[config.mk]
export PLATFORM = sky130hd
export DESIGN_NAME = escape_time_fractal_pixel
export DESIGN_NICKNAME = d
export VERILOG_FILES = /design/src/efp_pkg.sv /design/src/efp_regs.sv /design/src/efp_mul.sv /design/src/efp_dp.sv /design/src/efp_ctrl.sv /design/src/escape_time_fractal_pixel.sv
export SDC_FILE = /design/constraint.sdc
export NUM_CORES = 2
export LEC_CHECK = 0
export ABC_AREA = 1
export BUFFER_PORTS_ARGS = -buffer_cell sky130_fd_sc_hd__buf_2
export CORE_MARGIN = 10
export CORE_UTILIZATION = 38
export CTS_BUF_LIST = sky130_fd_sc_hd__clkbuf_4 sky130_fd_sc_hd__clkbuf_8
export CTS_CLUSTER_SIZE = 20
export DETAILED_ROUTE_END_ITERATION = 8
export MAX_ROUTING_LAYER = met4
export PLACE_DENSITY = 0.61
export SYNTH_ARGS = -nofsm -noshare
export SYNTH_HDL_FRONTEND = slang
export SYNTH_SLANG_ARGS = --single-unit
[constraint.sdc]
create_clock -name clk -period 9.29 [get_ports clk]
set_input_delay 1.858 -clock clk [delete_from_list [all_inputs] [get_ports clk]]
set_output_delay 1.858 -clock clk [all_outputs]
set_load 0.01 [all_outputs]
[src/efp_pkg.sv]
package efp_pkg;

    localparam int MAX_ITERATIONS_DEF  = 64;
    localparam int COORD_FRAC_BITS_DEF = 28;

    localparam int ADDR_W = 5;

    localparam logic [2:0] REG_JULIA_MODE = 3'd0;
    localparam logic [2:0] REG_C_REAL     = 3'd1;
    localparam logic [2:0] REG_C_IMAG     = 3'd2;
    localparam logic [2:0] REG_EXPONENT   = 3'd3;
    localparam logic [2:0] REG_PALETTE    = 3'd4;

    localparam logic        RST_JULIA_MODE = 1'b0;
    localparam logic [31:0] RST_C_REAL     = 32'd80530637;
    localparam logic [31:0] RST_C_IMAG     = 32'd2684355;
    localparam logic [2:0]  RST_EXPONENT   = 3'd2;
    localparam logic [2:0]  RST_PALETTE    = 3'd1;

    localparam logic [2:0] PAL_RED   = 3'd0;
    localparam logic [2:0] PAL_GREEN = 3'd1;
    localparam logic [2:0] PAL_BLUE  = 3'd2;
    localparam logic [2:0] PAL_GRAY  = 3'd3;
    localparam logic [2:0] PAL_MIXED = 3'd4;
    localparam logic [2:0] PAL_RAMP  = 3'd5;

    typedef struct packed {
        logic        julia_mode;
        logic [31:0] c_real;
        logic [31:0] c_imag;
        logic [2:0]  exponent;
        logic [2:0]  palette;
    } efp_cfg_t;

    typedef enum logic [3:0] {
        ST_IDLE,
        ST_TEST,
        ST_WAIT,
        ST_ESC,
        ST_POW_NEXT,
        ST_STORE_T,
        ST_STORE_AI,
        ST_UPDATE,
        ST_COLOUR
    } efp_state_t;

    // Products of one iteration: squares for the escape test, then the
    // four cross products of one power step.
    typedef enum logic [2:0] {
        OP_SQX,
        OP_SQY,
        OP_XAR,
        OP_YAI,
        OP_XAI,
        OP_ARY
    } mul_op_t;

    typedef struct packed {
        logic    load_point;
        logic    mul_start;
        mul_op_t start_op;
        mul_op_t done_op;
        logic    init_pow;
        logic    store_t;
        logic    store_ai;
        logic    update_z;
        logic    out_load;
    } efp_cmd_t;

    typedef struct packed {
        logic mul_done;
        logic escaped;
        logic sat;
        logic count_max;
    } efp_status_t;

    // Remainder of an 8-bit level by a small constant modulus.
    function automatic logic [7:0] col_mod(input logic [7:0] v, input logic [7:0] m);
        logic [7:0] r;
        int unsigned step;
        r = v;
        for (int i = 1; i <= 25; i++) begin
            step = i * m;
            if (step <= 32'(v)) begin
                r = 8'(32'(v) - step);
            end
        end
        return r;
    endfunction

    function automatic logic [18:0] pal_colour(input logic [7:0] col, input logic [2:0] sel);
        logic [7:0] r;
        logic [7:0] g;
        logic [7:0] b;
        r = 8'd0;
        g = 8'd0;
        b = 8'd0;
        case (sel)
            PAL_RED: r = col;
            PAL_GREEN: g = {2'b00, col[5:0]};
            PAL_BLUE: b = {3'b000, col[4:0]};
            PAL_GRAY:
            begin
                r = col_mod(col, 8'd50);
                g = {r[6:0], 1'b0};
                b = r;
            end
            PAL_MIXED:
            begin
                r = col_mod(col, 8'd60);
                g = col_mod(col, 8'd40);
                b = col_mod(col, 8'd10);
            end
            PAL_RAMP:
            begin
                if (col < 8'd33) begin
                    r = col;
                end else if (col < 8'd200) begin
                    g = {2'b00, col[5:0]};
                end else begin
                    b = col - 8'd200;
                end
            end
            default: r = 8'd0;
        endcase
        return (19'(r) << 11) | (19'(g) << 5) | 19'(b);
    endfunction

endpackage

[src/efp_regs.sv]
module efp_regs (
    input  logic                        clk,
    input  logic                        rst_n,
    input  logic                        psel,
    input  logic                        penable,
    input  logic                        pwrite,
    input  logic [efp_pkg::ADDR_W-1:0]  paddr,
    input  logic [31:0]                 pwdata,
    output logic [31:0]                 prdata,
    output logic                        pready,
    output efp_pkg::efp_cfg_t           cfg
);
    import efp_pkg::*;

    efp_cfg_t   cfg_reg;
    logic       wr_en;
    logic [2:0] reg_idx;

    assign pready  = 1'b1;
    assign wr_en   = psel & penable & pwrite;
    assign reg_idx = paddr[ADDR_W-1:2];
    assign cfg     = cfg_reg;

    always_ff @(posedge clk or negedge rst_n)
    begin
        if (!rst_n) begin
            cfg_reg.julia_mode <= RST_JULIA_MODE;
            cfg_reg.c_real     <= RST_C_REAL;
            cfg_reg.c_imag     <= RST_C_IMAG;
            cfg_reg.exponent   <= RST_EXPONENT;
            cfg_reg.palette    <= RST_PALETTE;
        end else if (wr_en) begin
            case (reg_idx)
                REG_JULIA_MODE: cfg_reg.julia_mode <= pwdata[0];
                REG_C_REAL:     cfg_reg.c_real     <= pwdata;
                REG_C_IMAG:     cfg_reg.c_imag     <= pwdata;
                REG_EXPONENT:   cfg_reg.exponent   <= pwdata[2:0];
                REG_PALETTE:    cfg_reg.palette    <= pwdata[2:0];
                default:        ;
            endcase
        end
    end

    always_comb
    begin
        case (reg_idx)
            REG_JULIA_MODE: prdata = {31'd0, cfg_reg.julia_mode};
            REG_C_REAL:     prdata = cfg_reg.c_real;
            REG_C_IMAG:     prdata = cfg_reg.c_imag;
            REG_EXPONENT:   prdata = {29'd0, cfg_reg.exponent};
            REG_PALETTE:    prdata = {29'd0, cfg_reg.palette};
            default:        prdata = 32'd0;
        endcase
    end

endmodule

[src/efp_mul.sv]
module efp_mul #(
    parameter int VW = 35,
    parameter int F  = 28
) (
    input  logic                 clk,
    input  logic                 rst_n,
    input  logic                 start,
    input  logic signed [VW-1:0] a,
    input  logic signed [VW-1:0] b,
    input  logic                 cap_sq,
    output logic                 done,
    output logic signed [F+11:0] p,
    output logic                 sat
);
    localparam int DW   = 16;
    localparam int ND   = (VW + DW - 1) / DW;
    localparam int BW   = ND * DW;
    localparam int ACCW = BW + VW;
    localparam int RW   = F + 12;
    localparam int SHW  = ACCW - F;
    localparam int CNTW = $clog2(ND);

    localparam logic [SHW-1:0] CAP_SQ  = SHW'(1) << (F + 10);
    localparam logic [SHW-1:0] CAP_LIM = SHW'(1) << (F + 5);

    logic [VW-1:0]    a_mag;
    logic [VW-1:0]    b_mag;
    logic [VW-1:0]    a_reg;
    logic [BW-1:0]    b_reg;
    logic [ACCW-1:0]  acc_reg;
    logic             neg_reg;
    logic             sq_reg;
    logic [CNTW-1:0]  cnt_reg;
    logic             busy_reg;
    logic             fin_reg;
    logic             done_reg;
    logic signed [RW-1:0] p_reg;
    logic             sat_reg;

    logic [VW+DW-1:0] pp;
    logic [SHW-1:0]   r_mag;
    logic [SHW-1:0]   cap;
    logic             over;
    logic [RW-1:0]    m_ext;

    assign a_mag = a[VW-1] ? (~a + 1'b1) : a;
    assign b_mag = b[VW-1] ? (~b + 1'b1) : b;

    // One 16-bit digit of b per cycle, most significant first.
    assign pp    = a_reg * b_reg[BW-1 -: DW];
    assign r_mag = acc_reg[ACCW-1:F];
    assign cap   = sq_reg ? CAP_SQ : CAP_LIM;
    assign over  = r_mag > cap;
    assign m_ext = over ? RW'(cap) : RW'(r_mag);

    assign done = done_reg;
    assign p    = p_reg;
    assign sat  = sat_reg;

    always_ff @(posedge clk or negedge rst_n)
    begin
        if (!rst_n) begin
            busy_reg <= 1'b0;
            fin_reg  <= 1'b0;
            done_reg <= 1'b0;
            cnt_reg  <= '0;
        end else begin
            done_reg <= fin_reg;
            fin_reg  <= 1'b0;
            if (busy_reg) begin
                cnt_reg <= cnt_reg + 1'b1;
                if (cnt_reg == CNTW'(ND - 1)) begin
                    busy_reg <= 1'b0;
                    fin_reg  <= 1'b1;
                end
            end else if (start) begin
                busy_reg <= 1'b1;
                cnt_reg  <= '0;
            end
        end
    end

    always_ff @(posedge clk)
    begin
        if (busy_reg) begin
            acc_reg <= (acc_reg << DW) + ACCW'(pp);
            b_reg   <= b_reg << DW;
        end else if (start) begin
            a_reg   <= a_mag;
            b_reg   <= BW'(b_mag);
            acc_reg <= '0;
            neg_reg <= a[VW-1] ^ b[VW-1];
            sq_reg  <= cap_sq;
        end
        if (fin_reg) begin
            p_reg   <= neg_reg ? signed'(~m_ext + 1'b1) : signed'(m_ext);
            sat_reg <= over;
        end
    end

endmodule

[src/efp_dp.sv]
module efp_dp #(
    parameter int MAX_ITERATIONS  = 64,
    parameter int COORD_FRAC_BITS = 28
) (
    input  logic                  clk,
    input  logic                  rst_n,
    input  logic [31:0]           point_real,
    input  logic [31:0]           point_imag,
    input  efp_pkg::efp_cfg_t     cfg,
    input  efp_pkg::efp_cmd_t     cmd,
    output efp_pkg::efp_status_t  status,
    output logic [6:0]            escape_count,
    output logic [18:0]           pixel_colour
);
    import efp_pkg::*;

    localparam int F   = COORD_FRAC_BITS;
    localparam int VW  = (F + 7 > 32) ? F + 7 : 32;
    localparam int RW  = F + 12;
    localparam int AW  = RW + 1;
    localparam int SW  = (VW + 1 > AW) ? VW + 1 : AW;
    localparam int CW  = $clog2(MAX_ITERATIONS + 1);
    localparam int RMW = (MAX_ITERATIONS > 1) ? $clog2(MAX_ITERATIONS) : 1;
    localparam int Q_STEP = 255 / MAX_ITERATIONS;
    localparam int R_STEP = 255 % MAX_ITERATIONS;

    localparam logic signed [SW-1:0] LIM_S  = SW'(1) << (F + 5);
    localparam logic signed [SW-1:0] NLIM_S = -LIM_S;
    localparam logic signed [AW-1:0] ESC_A  = AW'(100) << F;
    localparam logic [RMW:0]         MAX_R  = (RMW + 1)'(MAX_ITERATIONS);

    function automatic logic signed [VW-1:0] clamp(input logic signed [SW-1:0] v);
        if (v > LIM_S) begin
            return VW'(LIM_S);
        end else if (v < NLIM_S) begin
            return VW'(NLIM_S);
        end
        return VW'(v);
    endfunction

    function automatic logic over_lim(input logic signed [SW-1:0] v);
        return (v > LIM_S) || (v < NLIM_S);
    endfunction

    logic signed [VW-1:0] x_reg, y_reg, ar_reg, ai_reg, t_reg, cr_reg, ci_reg;
    logic signed [AW-1:0] acc_reg;
    logic                 big_reg;
    logic                 sat_reg;
    logic [CW-1:0]        count_reg;
    logic [7:0]           q_reg;
    logic [RMW-1:0]       rem_reg;
    logic [6:0]           count_out_reg;
    logic [18:0]          colour_out_reg;

    logic signed [31:0]   pr_s, pi_s, jr_s, ji_s;
    logic signed [VW-1:0] mul_a, mul_b;
    logic                 mul_sq;
    logic                 mul_done;
    logic signed [RW-1:0] mul_p;
    logic                 mul_sat;
    logic signed [AW-1:0] p_ext;
    logic signed [SW-1:0] acc_s;
    logic signed [SW-1:0] sum_x, sum_y;
    logic [RMW:0]         rem_sum;
    logic                 rem_wrap;
    logic [7:0]           col;

    assign pr_s = signed'(point_real);
    assign pi_s = signed'(point_imag);
    assign jr_s = signed'(cfg.c_real);
    assign ji_s = signed'(cfg.c_imag);

    always_comb
    begin
        mul_a  = x_reg;
        mul_b  = x_reg;
        mul_sq = 1'b0;
        case (cmd.start_op)
            OP_SQX:
            begin
                mul_a  = x_reg;
                mul_b  = x_reg;
                mul_sq = 1'b1;
            end
            OP_SQY:
            begin
                mul_a  = y_reg;
                mul_b  = y_reg;
                mul_sq = 1'b1;
            end
            OP_XAR:
            begin
                mul_a = x_reg;
                mul_b = ar_reg;
            end
            OP_YAI:
            begin
                mul_a = y_reg;
                mul_b = ai_reg;
            end
            OP_XAI:
            begin
                mul_a = x_reg;
                mul_b = ai_reg;
            end
            OP_ARY:
            begin
                mul_a = ar_reg;
                mul_b = y_reg;
            end
            default:
            begin
                mul_a = x_reg;
                mul_b = x_reg;
            end
        endcase
    end

    efp_mul #(
        .VW (VW),
        .F  (F)
    ) u_mul (
        .clk    (clk),
        .rst_n  (rst_n),
        .start  (cmd.mul_start),
        .a      (mul_a),
        .b      (mul_b),
        .cap_sq (mul_sq),
        .done   (mul_done),
        .p      (mul_p),
        .sat    (mul_sat)
    );

    assign p_ext    = AW'(mul_p);
    assign acc_s    = SW'(acc_reg);
    assign sum_x    = SW'(ar_reg) + SW'(cr_reg);
    assign sum_y    = SW'(ai_reg) + SW'(ci_reg);
    assign rem_sum  = {1'b0, rem_reg} + (RMW + 1)'(R_STEP);
    assign rem_wrap = rem_sum >= MAX_R;
    assign col      = 8'd255 - q_reg;

    always_ff @(posedge clk or negedge rst_n)
    begin
        if (!rst_n) begin
            big_reg <= 1'b0;
            sat_reg <= 1'b0;
        end else begin
            if (cmd.load_point) begin
                sat_reg <= 1'b0;
            end else begin
                if (mul_done) begin
                    case (cmd.done_op)
                        OP_SQX: big_reg <= mul_sat;
                        OP_SQY: big_reg <= big_reg | mul_sat;
                        default: sat_reg <= sat_reg | mul_sat;
                    endcase
                end
                if ((cmd.store_t || cmd.store_ai) && over_lim(acc_s)) begin
                    sat_reg <= 1'b1;
                end
                if (cmd.update_z && (over_lim(sum_x) || over_lim(sum_y))) begin
                    sat_reg <= 1'b1;
                end
            end
        end
    end

    always_ff @(posedge clk)
    begin
        if (cmd.load_point) begin
            if (cfg.julia_mode) begin
                x_reg  <= VW'(pr_s);
                y_reg  <= VW'(pi_s);
                cr_reg <= VW'(jr_s);
                ci_reg <= VW'(ji_s);
            end else begin
                x_reg  <= '0;
                y_reg  <= '0;
                cr_reg <= VW'(pr_s);
                ci_reg <= VW'(pi_s);
            end
            count_reg <= '0;
            q_reg     <= 8'd0;
            rem_reg   <= '0;
        end
        if (mul_done) begin
            case (cmd.done_op)
                OP_SQY,
                OP_ARY:  acc_reg <= acc_reg + p_ext;
                OP_YAI:  acc_reg <= acc_reg - p_ext;
                default: acc_reg <= p_ext;
            endcase
        end
        if (cmd.init_pow) begin
            ar_reg <= x_reg;
            ai_reg <= y_reg;
        end
        if (cmd.store_t) begin
            t_reg <= clamp(acc_s);
        end
        if (cmd.store_ai) begin
            ai_reg <= clamp(acc_s);
            ar_reg <= t_reg;
        end
        if (cmd.update_z) begin
            x_reg     <= clamp(sum_x);
            y_reg     <= clamp(sum_y);
            count_reg <= count_reg + 1'b1;
            // count*255/MAX kept as a running quotient and remainder
            rem_reg   <= rem_wrap ? RMW'(rem_sum - MAX_R) : RMW'(rem_sum);
            q_reg     <= q_reg + 8'(Q_STEP) + {7'd0, rem_wrap};
        end
        if (cmd.out_load) begin
            count_out_reg  <= 7'(count_reg);
            colour_out_reg <= pal_colour(col, cfg.palette);
        end
    end

    assign status.mul_done  = mul_done;
    assign status.escaped   = big_reg || (acc_reg > ESC_A);
    assign status.sat       = sat_reg;
    assign status.count_max = count_reg >= CW'(MAX_ITERATIONS);

    assign escape_count = count_out_reg;
    assign pixel_colour = colour_out_reg;

endmodule

[src/efp_ctrl.sv]
module efp_ctrl (
    input  logic                  clk,
    input  logic                  rst_n,
    input  logic                  s_tvalid,
    output logic                  s_tready,
    output logic                  m_tvalid,
    input  logic                  m_tready,
    input  logic [2:0]            exponent,
    input  efp_pkg::efp_status_t  status,
    output efp_pkg::efp_cmd_t     cmd
);
    import efp_pkg::*;

    efp_state_t state_reg, state_next;
    mul_op_t    op_reg, op_next;
    logic [2:0] k_reg, k_next;
    logic       out_valid_reg, out_valid_next;

    always_ff @(posedge clk or negedge rst_n)
    begin
        if (!rst_n) begin
            state_reg     <= ST_IDLE;
            op_reg        <= OP_SQX;
            k_reg         <= 3'd0;
            out_valid_reg <= 1'b0;
        end else begin
            state_reg     <= state_next;
            op_reg        <= op_next;
            k_reg         <= k_next;
            out_valid_reg <= out_valid_next;
        end
    end

    always_comb
    begin
        state_next = state_reg;
        case (state_reg)
            ST_IDLE:
            begin
                if (s_tvalid) begin
                    state_next = ST_TEST;
                end
            end
            ST_TEST:
            begin
                if (status.count_max || status.sat) begin
                    state_next = ST_COLOUR;
                end else begin
                    state_next = ST_WAIT;
                end
            end
            ST_WAIT:
            begin
                if (status.mul_done) begin
                    case (op_reg)
                        OP_SQY:  state_next = ST_ESC;
                        OP_YAI:  state_next = ST_STORE_T;
                        OP_ARY:  state_next = ST_STORE_AI;
                        default: state_next = ST_WAIT;
                    endcase
                end
            end
            ST_ESC:
            begin
                state_next = status.escaped ? ST_COLOUR : ST_POW_NEXT;
            end
            ST_POW_NEXT:
            begin
                state_next = (k_reg < exponent) ? ST_WAIT : ST_UPDATE;
            end
            ST_STORE_T:  state_next = ST_WAIT;
            ST_STORE_AI: state_next = ST_POW_NEXT;
            ST_UPDATE:   state_next = ST_TEST;
            ST_COLOUR:
            begin
                if (!out_valid_reg || m_tready) begin
                    state_next = ST_IDLE;
                end
            end
            default: state_next = ST_IDLE;
        endcase
    end

    always_comb
    begin
        cmd          = '0;
        cmd.start_op = OP_SQX;
        cmd.done_op  = op_reg;
        op_next      = op_reg;
        k_next       = k_reg;
        s_tready     = 1'b0;
        case (state_reg)
            ST_IDLE:
            begin
                s_tready       = 1'b1;
                cmd.load_point = s_tvalid;
            end
            ST_TEST:
            begin
                if (!(status.count_max || status.sat)) begin
                    cmd.mul_start = 1'b1;
                    cmd.start_op  = OP_SQX;
                    op_next       = OP_SQX;
                end
            end
            ST_WAIT:
            begin
                if (status.mul_done) begin
                    // chain the second product of each pair straight away
                    case (op_reg)
                        OP_SQX:
                        begin
                            cmd.mul_start = 1'b1;
                            cmd.start_op  = OP_SQY;
                            op_next       = OP_SQY;
                        end
                        OP_XAR:
                        begin
                            cmd.mul_start = 1'b1;
                            cmd.start_op  = OP_YAI;
                            op_next       = OP_YAI;
                        end
                        OP_XAI:
                        begin
                            cmd.mul_start = 1'b1;
                            cmd.start_op  = OP_ARY;
                            op_next       = OP_ARY;
                        end
                        default: cmd.mul_start = 1'b0;
                    endcase
                end
            end
            ST_ESC:
            begin
                if (!status.escaped) begin
                    cmd.init_pow = 1'b1;
                    k_next       = 3'd1;
                end
            end
            ST_POW_NEXT:
            begin
                if (k_reg < exponent) begin
                    cmd.mul_start = 1'b1;
                    cmd.start_op  = OP_XAR;
                    op_next       = OP_XAR;
                end
            end
            ST_STORE_T:
            begin
                cmd.store_t   = 1'b1;
                cmd.mul_start = 1'b1;
                cmd.start_op  = OP_XAI;
                op_next       = OP_XAI;
            end
            ST_STORE_AI:
            begin
                cmd.store_ai = 1'b1;
                k_next       = k_reg + 3'd1;
            end
            ST_UPDATE:   cmd.update_z = 1'b1;
            ST_COLOUR:   cmd.out_load = !out_valid_reg || m_tready;
            default:     cmd.load_point = 1'b0;
        endcase
    end

    // Hold the result until the downstream transfer completes.
    always_comb
    begin
        if (cmd.out_load) begin
            out_valid_next = 1'b1;
        end else if (m_tready) begin
            out_valid_next = 1'b0;
        end else begin
            out_valid_next = out_valid_reg;
        end
    end

    assign m_tvalid = out_valid_reg;

endmodule

[src/escape_time_fractal_pixel.sv]
// Channel   Direction  Payload
// s_axis    in         tdata[31:0] point_real, tdata[63:32] point_imag
// m_axis    out        tdata[6:0] escape_count, tdata[25:7] pixel_colour
// apb       in/out     julia_mode, julia_c_real, julia_c_imag, exponent, palette_select
//
// One point at a time. Each iteration runs on one shared multiplier that
// forms each product one 16-bit digit at a time, ND = ceil(value width / 16)
// digits, 3 by default. A power below two acts as one. A point runs for up
// to MAX_ITERATIONS iterations and then is coloured.
// rst_n clears the controller and the registers to their documented values.
// A finished result waits in the output register while the next point loads.
module escape_time_fractal_pixel #(
    parameter int MAX_ITERATIONS  = efp_pkg::MAX_ITERATIONS_DEF,
    parameter int COORD_FRAC_BITS = efp_pkg::COORD_FRAC_BITS_DEF
) (
    input  logic                       clk,
    input  logic                       rst_n,
    input  logic                       s_tvalid,
    output logic                       s_tready,
    input  logic [63:0]                s_tdata,  // point_real, point_imag
    output logic                       m_tvalid,
    input  logic                       m_tready,
    output logic [31:0]                m_tdata,  // escape_count, pixel_colour, zero pad
    input  logic                       psel,
    input  logic                       penable,
    input  logic                       pwrite,
    input  logic [efp_pkg::ADDR_W-1:0] paddr,
    input  logic [31:0]                pwdata,
    output logic [31:0]                prdata,
    output logic                       pready
);
    import efp_pkg::*;

    efp_cfg_t    cfg;
    efp_cmd_t    cmd;
    efp_status_t status;
    logic [6:0]  escape_count;
    logic [18:0] pixel_colour;

    efp_regs u_regs (
        .clk     (clk),
        .rst_n   (rst_n),
        .psel    (psel),
        .penable (penable),
        .pwrite  (pwrite),
        .paddr   (paddr),
        .pwdata  (pwdata),
        .prdata  (prdata),
        .pready  (pready),
        .cfg     (cfg)
    );

    efp_ctrl u_ctrl (
        .clk      (clk),
        .rst_n    (rst_n),
        .s_tvalid (s_tvalid),
        .s_tready (s_tready),
        .m_tvalid (m_tvalid),
        .m_tready (m_tready),
        .exponent (cfg.exponent),
        .status   (status),
        .cmd      (cmd)
    );

    efp_dp #(
        .MAX_ITERATIONS  (MAX_ITERATIONS),
        .COORD_FRAC_BITS (COORD_FRAC_BITS)
    ) u_dp (
        .clk          (clk),
        .rst_n        (rst_n),
        .point_real   (s_tdata[31:0]),
        .point_imag   (s_tdata[63:32]),
        .cfg          (cfg),
        .cmd          (cmd),
        .status       (status),
        .escape_count (escape_count),
        .pixel_colour (pixel_colour)
    );

    assign m_tdata = {6'd0, pixel_colour, escape_count};

    // A new result never overwrites one that has not been taken.
    a_no_overwrite: assert property (@(posedge clk) disable iff (!rst_n)
        cmd.out_load |-> (!m_tvalid || m_tready))
        else $error("result register overwritten");

    // The multiplier cannot finish in the cycle right after a start.
    a_mul_latency: assert property (@(posedge clk) disable iff (!rst_n)
        cmd.mul_start |=> !status.mul_done)
        else $error("multiplier finished too early");

    // No point is taken while a product is still in flight.
    a_no_accept_busy: assert property (@(posedge clk) disable iff (!rst_n)
        status.mul_done |-> !s_tready)
        else $error("input accepted during an iteration");

endmodule

# Yosys cells after proc, flatten, opt, wreduce, memory -nomap -nowiden
# Index checks and enable logic that the tools add are counted.
# word_totals
ff_bits	631
in_bits	108
out_inout_bits	67
wordCells	356
# classes
add_sub_neg	42
n_mul	1
order_cmp	38
eq_ne	36
muxes	148
bitwise	12
reduce_logical	42
# ops
op	count
35-bit two-way mux	23
8-bit two-way mux	49
83-bit two-way mux	2
32-bit case mux with 5 select lines	1
41-bit by 35-bit greater-than comparator with 1-bit output, second input constant	3
41-bit by 34-bit < comparator with 1-bit output, second input constant	3
8-bit subtractor, second input constant	14
35-bit case mux with 3 select lines	1
8-bit less-or-equal comparator, first input constant	13
48-bit two-way mux	2
8-bit case mux with 4 select lines	3
83-bit by 51-bit adder with 83-bit output	1
41-bit case mux with 2 select lines	1
40-bit two-way mux	2
35-bit by 35-bit adder with 36-bit output	2
35-bit by 1-bit adder with 35-bit output, second input constant	2
35-bit inverter	2
35-bit case mux with 2 select lines	1
55-bit by 39-bit greater-than comparator with 1-bit output	1
35-bit by 16-bit multiplier with 51-bit output	1
7-bit by 8-bit less-or-equal comparator with 1-bit output, first input constant	6
8-bit by 7-bit subtractor with 8-bit output, second input constant	6
41-bit by 40-bit adder with 41-bit output	1
41-bit by 36-bit greater-than comparator with 1-bit output, second input constant	1
64 further kinds	178

# Logic depth before layout (Yosys ltp)
# depth
word_depth	30
mapped_depth	45

# Cells and area by module
# From an unflattened synthesis, not the netlist that was laid out.
# unflattened
hier_cells	8037
hier_area_um2	61640.4
# modules_own_cells
mod	instances	cells_per_inst	area_each_um2
efp_mul	1	4063	31592.8
efp_dp	1	3457	25998.7
efp_regs	1	392	3194.3
efp_ctrl	1	118	805.8
escape_time_fractal_pixel	1	7	48.8

# Worst setup path after synthesis
# OpenSTA, ideal clock, no wires.
# synth_path
path_kind	flip-flop to flip-flop
start	register u_ctrl.state_reg[3]
end	register u_dp.u_mul.acc_reg[0], enable pin
arrival_time_ns	7.206
t_required_ns	8.766
path_slack_ns	1.560
path_stages_with_launch	9
path_buffers	1
synth_period_minus_slack_ns	7.730
cell_sequence	dfrtp_1 nor2_2 inv_2 nor3_1 inv_2 nand4_1 inv_1 nand2_1 clkbuf_1
# synth_between
elab_chain_cells	3
# synth_lines
item	line	text
from (decl)	efp_ctrl.sv:14	efp_state_t state_reg, state_next;
from (signal assigned)	efp_ctrl.sv:27	state_reg <= state_next;
4-bit by 3-bit == test with 1-bit output, or another cell as far along	efp_ctrl.sv:92	case (state_reg)
4-bit case mux with 4 select lines (*)	efp_ctrl.sv:92	
2-bit nonzero test (no source line) (*)	--	
to (signal assigned)	efp_mul.sv:86	acc_reg <= (acc_reg << DW) + ACCW'(pp);
to (decl)	efp_mul.sv:30	logic [ACCW-1:0] acc_reg;
# Mark *: on every way between the ends. The rest lies on a longest branch, timed or not.
# A chain may end at the register's enable or synchronous reset.

# Worst setup path after layout
# layout_path
start	register u_dp.u_mul.b_reg[35]
end	register u_dp.u_mul.acc_reg[78], data pin
# layout_between
elab_chain_cells	3
# layout_lines
item	line	text
from (decl)	efp_mul.sv:29	logic [BW-1:0] b_reg;
from (signal assigned)	efp_mul.sv:87	b_reg <= b_reg << DW;
from (signal assigned)	efp_mul.sv:90	b_reg <= BW'(b_mag);
35-bit by 16-bit multiplier with 51-bit output	efp_mul.sv:50	assign pp = a_reg * b_reg[BW-1 -: DW];
83-bit by 51-bit adder with 83-bit output	efp_mul.sv:86	
83-bit two-way mux	efp_mul.sv:85	if (busy_reg) begin
# Every way passes these cells.

==> summary.md <==
| Metric | Value |
|---|---|
| Layout cells sized above 1 | `7.60%` |
| Hold buffer count at CTS | `0` |
| Clock-pin slew reported for the worst setup and hold paths after clock tree synthesis | `roughly 70 ps` |
| # H-tree levels | `3` |
| Total vias in the final route | `51569` |
| Initial cell density of the core | `38.2%` |
| CTS-repair resized insts | `0` |
| Warnings, synthesis | `0` |
| Most frequent CP cell | `nand2_1` |
| Most used cells in the layout excluding fill and tap cells | `nand2_1, inv_1, edfxtp_1` |
| Final critical path time including I/O delays and setup | `8190 ps` |
| Crit path DAT | `8760 ps` |
| Std-Cell Rows | `145` |
| Average cell area after synthesis | `7.91 sq um` |
| Worst clock skew on the final layout | `66.2 ps` |
| Crit path max-delay cell type | `edfxtp_1` |
| Vias in the first global route | `51550` |
| Maximum fanout along the worst path | `18` |
| DRC violations left | `0` |
| Die W | `416 um` |
| Sequential area share after synthesis | `30.5%` |
| Die H | `416 um` |
| Type of element launching the critical path | `register` |
| Setup repair after global routing missed its margin | `no` |
| Vias per inst | `between 5 and 6` |
| Routed length per instance | `20.7 um` |
| Max-slew headroom at the worst pin | `about 7.7%` |
| Number of routed nets with antenna violations | `0` |
| Number of storage elements in the synthesis netlist | `625` |
| Critical setup path kind | `reg2reg` |
| Clock network latency to the later pin of the worst-skew pair | `between 800 and 900 ps` |
| Pins over their slew limit | `0` |
| Number of port buffers | `165` |
| Total overflow reported by the global router | `0` |
| Final count of negative-setup-slack endpoints | `0` |
| Number of nets in the layout | `8478` |
| CTS tree | `built` |
| CTS buffer count | `107` |
| Standard cell core area | `156000 sq um` |
| Tightest Hold Check Type | `reg2reg` |
| Post-CTS setup buffers | `0` |
| Crit path largest cell delay | `790 ps` |
| All-Layer GR Usage | `23.4%` |
| Slew at the pin closest to its max-slew limit | `1370 ps` |
| Count of distinct cell types in the synthesized netlist | `83` |
| Synthesized area | `roughly 60000 sq um` |
| Run status | `completed` |
| Gate Count Post-Synth | `roughly 7500` |
| Total Die Area | `approximately 170000 sq um` |
| Sink Count | `about 630` |
| Maximum number of pins on one net before global-route repair | `93` |
| Tcrit/Tclk final | `88.2%` |
| Most common cell after layout, fill and taps aside | `nand2_1` |
| Overall routed net length | `201 mm` |
| Endpoints failing hold | `0` |
| Number of placed I/O pins | `175` |
| Maximum clock rate | `roughly 120 MHz` |
| Routability congestion estimate | `0.942` |
| Initial DRC count | `around 4700` |
| Final sum of negative setup slack | `0 ps` |
| Flip-flop count of the largest register after layout | `83` |
| Most instantiated flip-flop cell in the synthesis netlist | `edfxtp_1` |
| DPL Wire Length | `154 mm` |
| First-pass iteration count of the detailed router | `5` |
| Share of flip-flops with an asynchronous set or reset after synthesis | `between 10 and 15%` |
| Area growth syn-to-layout | `8.72%` |
| Max-cap violations | `0` |
| Maximum root-to-sink buffer count | `3` |
| Global-route wire length before repair | `309 mm` |
| Number of antenna violations at the first check in global routing | `2` |
| Kind of end point of the critical path | `register` |
| Required time of the critical path | `9860 ps` |
| Cell chosen for the clock root | `clkbuf_8` |
| Number of synthesized flops with an enable pin | `520` |
[area by class of cell]
class	count	area (sq um)
Sequential cell	625	18200
Tap cell	2058	2570
Multi-Input combinational cell	5098	34700
Clock buffer	158	1940
Antenna cell	1	2.50
Inverter	1496	5620
Clock inverter	42	392
Timing Repair Buffer	257	1520
Fill cell	15797	91300
[per-layer routing]
metal	up-vias	GRT usage, %	share of wire, %
met3	321	2.83	7.2
met1	25105	31.5	44
met4	0	8.70	3.9
met5	-	-	0
met2	2078	36.0	45
li1	24065	-	-
[metrics by stage]
| stage | setup WS (ps) | area [sq um] | utilization, % | hold WS (ps) | instances |
|---|---|---|---|---|---|
| 2_1_floorplan | 1560 | 59700 | - | 446 | 7553 |
| 3_3_place_gp | 1130 | 62600 | 40.1 | 462 | 9534 |
| 3_5_place_dp | 1120 | 62600 | 40.1 | 468 | 9534 |
| 4_1_cts | 1070 | 64900 | 41.6 | 479 | 9734 |
| 5_1_grt | 302 | 64900 | 41.6 | 502 | 9735 |
| 6_report | 1100 | 64900 | 41.6 | 481 | 9735 |
[worst max-delay path, delay by kind of cell, from the launching register on]
kind	cells	cell delay, ps
adder cells (fa/ha/maj)	7	3410
flip-flops	1	790
AND/OR/NAND/NOR	10	1100
AO/OA/AOI/OAI	9	1930
buffers and inverters	5	720
[kinds of logic after synthesis]
| logic type | synth area share, % |
|---|---|
| compound gates | 13.0 |
| xor+xnor | 3.92 |
| fa+ha+maj | 22.7 |
| buf+inv | 11.7 |
| flops | 30.5 |
| mux | 0.0168 |
| other cells | 0.0126 |
| simple gates | 18.3 |
[cells in the mapped netlist (all sizes together), types with 37 or more instances]
cell type | instances | share of area [%]
nand2 | 1804 | 11
edfxtp | 520 | 26
inv | 1484 | 9.3
nand3 | 145 | 1.3
fa | 498 | 17
buf | 37 | 0.38
dfrtp | 61 | 2.6
a21oi | 441 | 3.7
o22ai | 58 | 0.62
xor2 | 165 | 2.4
xnor2 | 102 | 1.5
o21ai | 552 | 4.7
nor3 | 89 | 0.81
o31ai | 49 | 0.65
ha | 287 | 6.0
a31oi | 51 | 0.53
nand4 | 53 | 0.60
nor2 | 525 | 3.4
clkbuf | 297 | 1.9
[final timing paths]
check	start	end	slack [ps]	cells past startpoint
worst max-delay path	u_dp.u_mul.b_reg[35]$_DFFE_PP_	u_dp.u_mul.acc_reg[78]$_SDFFCE_PN0P_	1100	31
worst min-delay path	u_dp.count_reg[3]$_SDFFCE_PN0P_	u_dp.escape_count[3]$_DFFE_PP_	480	0
worst max register to register	u_dp.u_mul.b_reg[35]$_DFFE_PP_	u_dp.u_mul.acc_reg[78]$_SDFFCE_PN0P_	1100	31
worst min register to register	u_dp.count_reg[3]$_SDFFCE_PN0P_	u_dp.escape_count[3]$_DFFE_PP_	480	0
max in group asynchronous	rst_n	u_dp.u_mul.done$_DFF_PN0_	7020	2
min in group asynchronous	rst_n	u_regs.cfg[10]$_DFFE_PN0P_	940	1
Power is left out: the tool's default activity adds up to more than one toggle a clock period on the data nets, which glitch-free logic cannot reach.
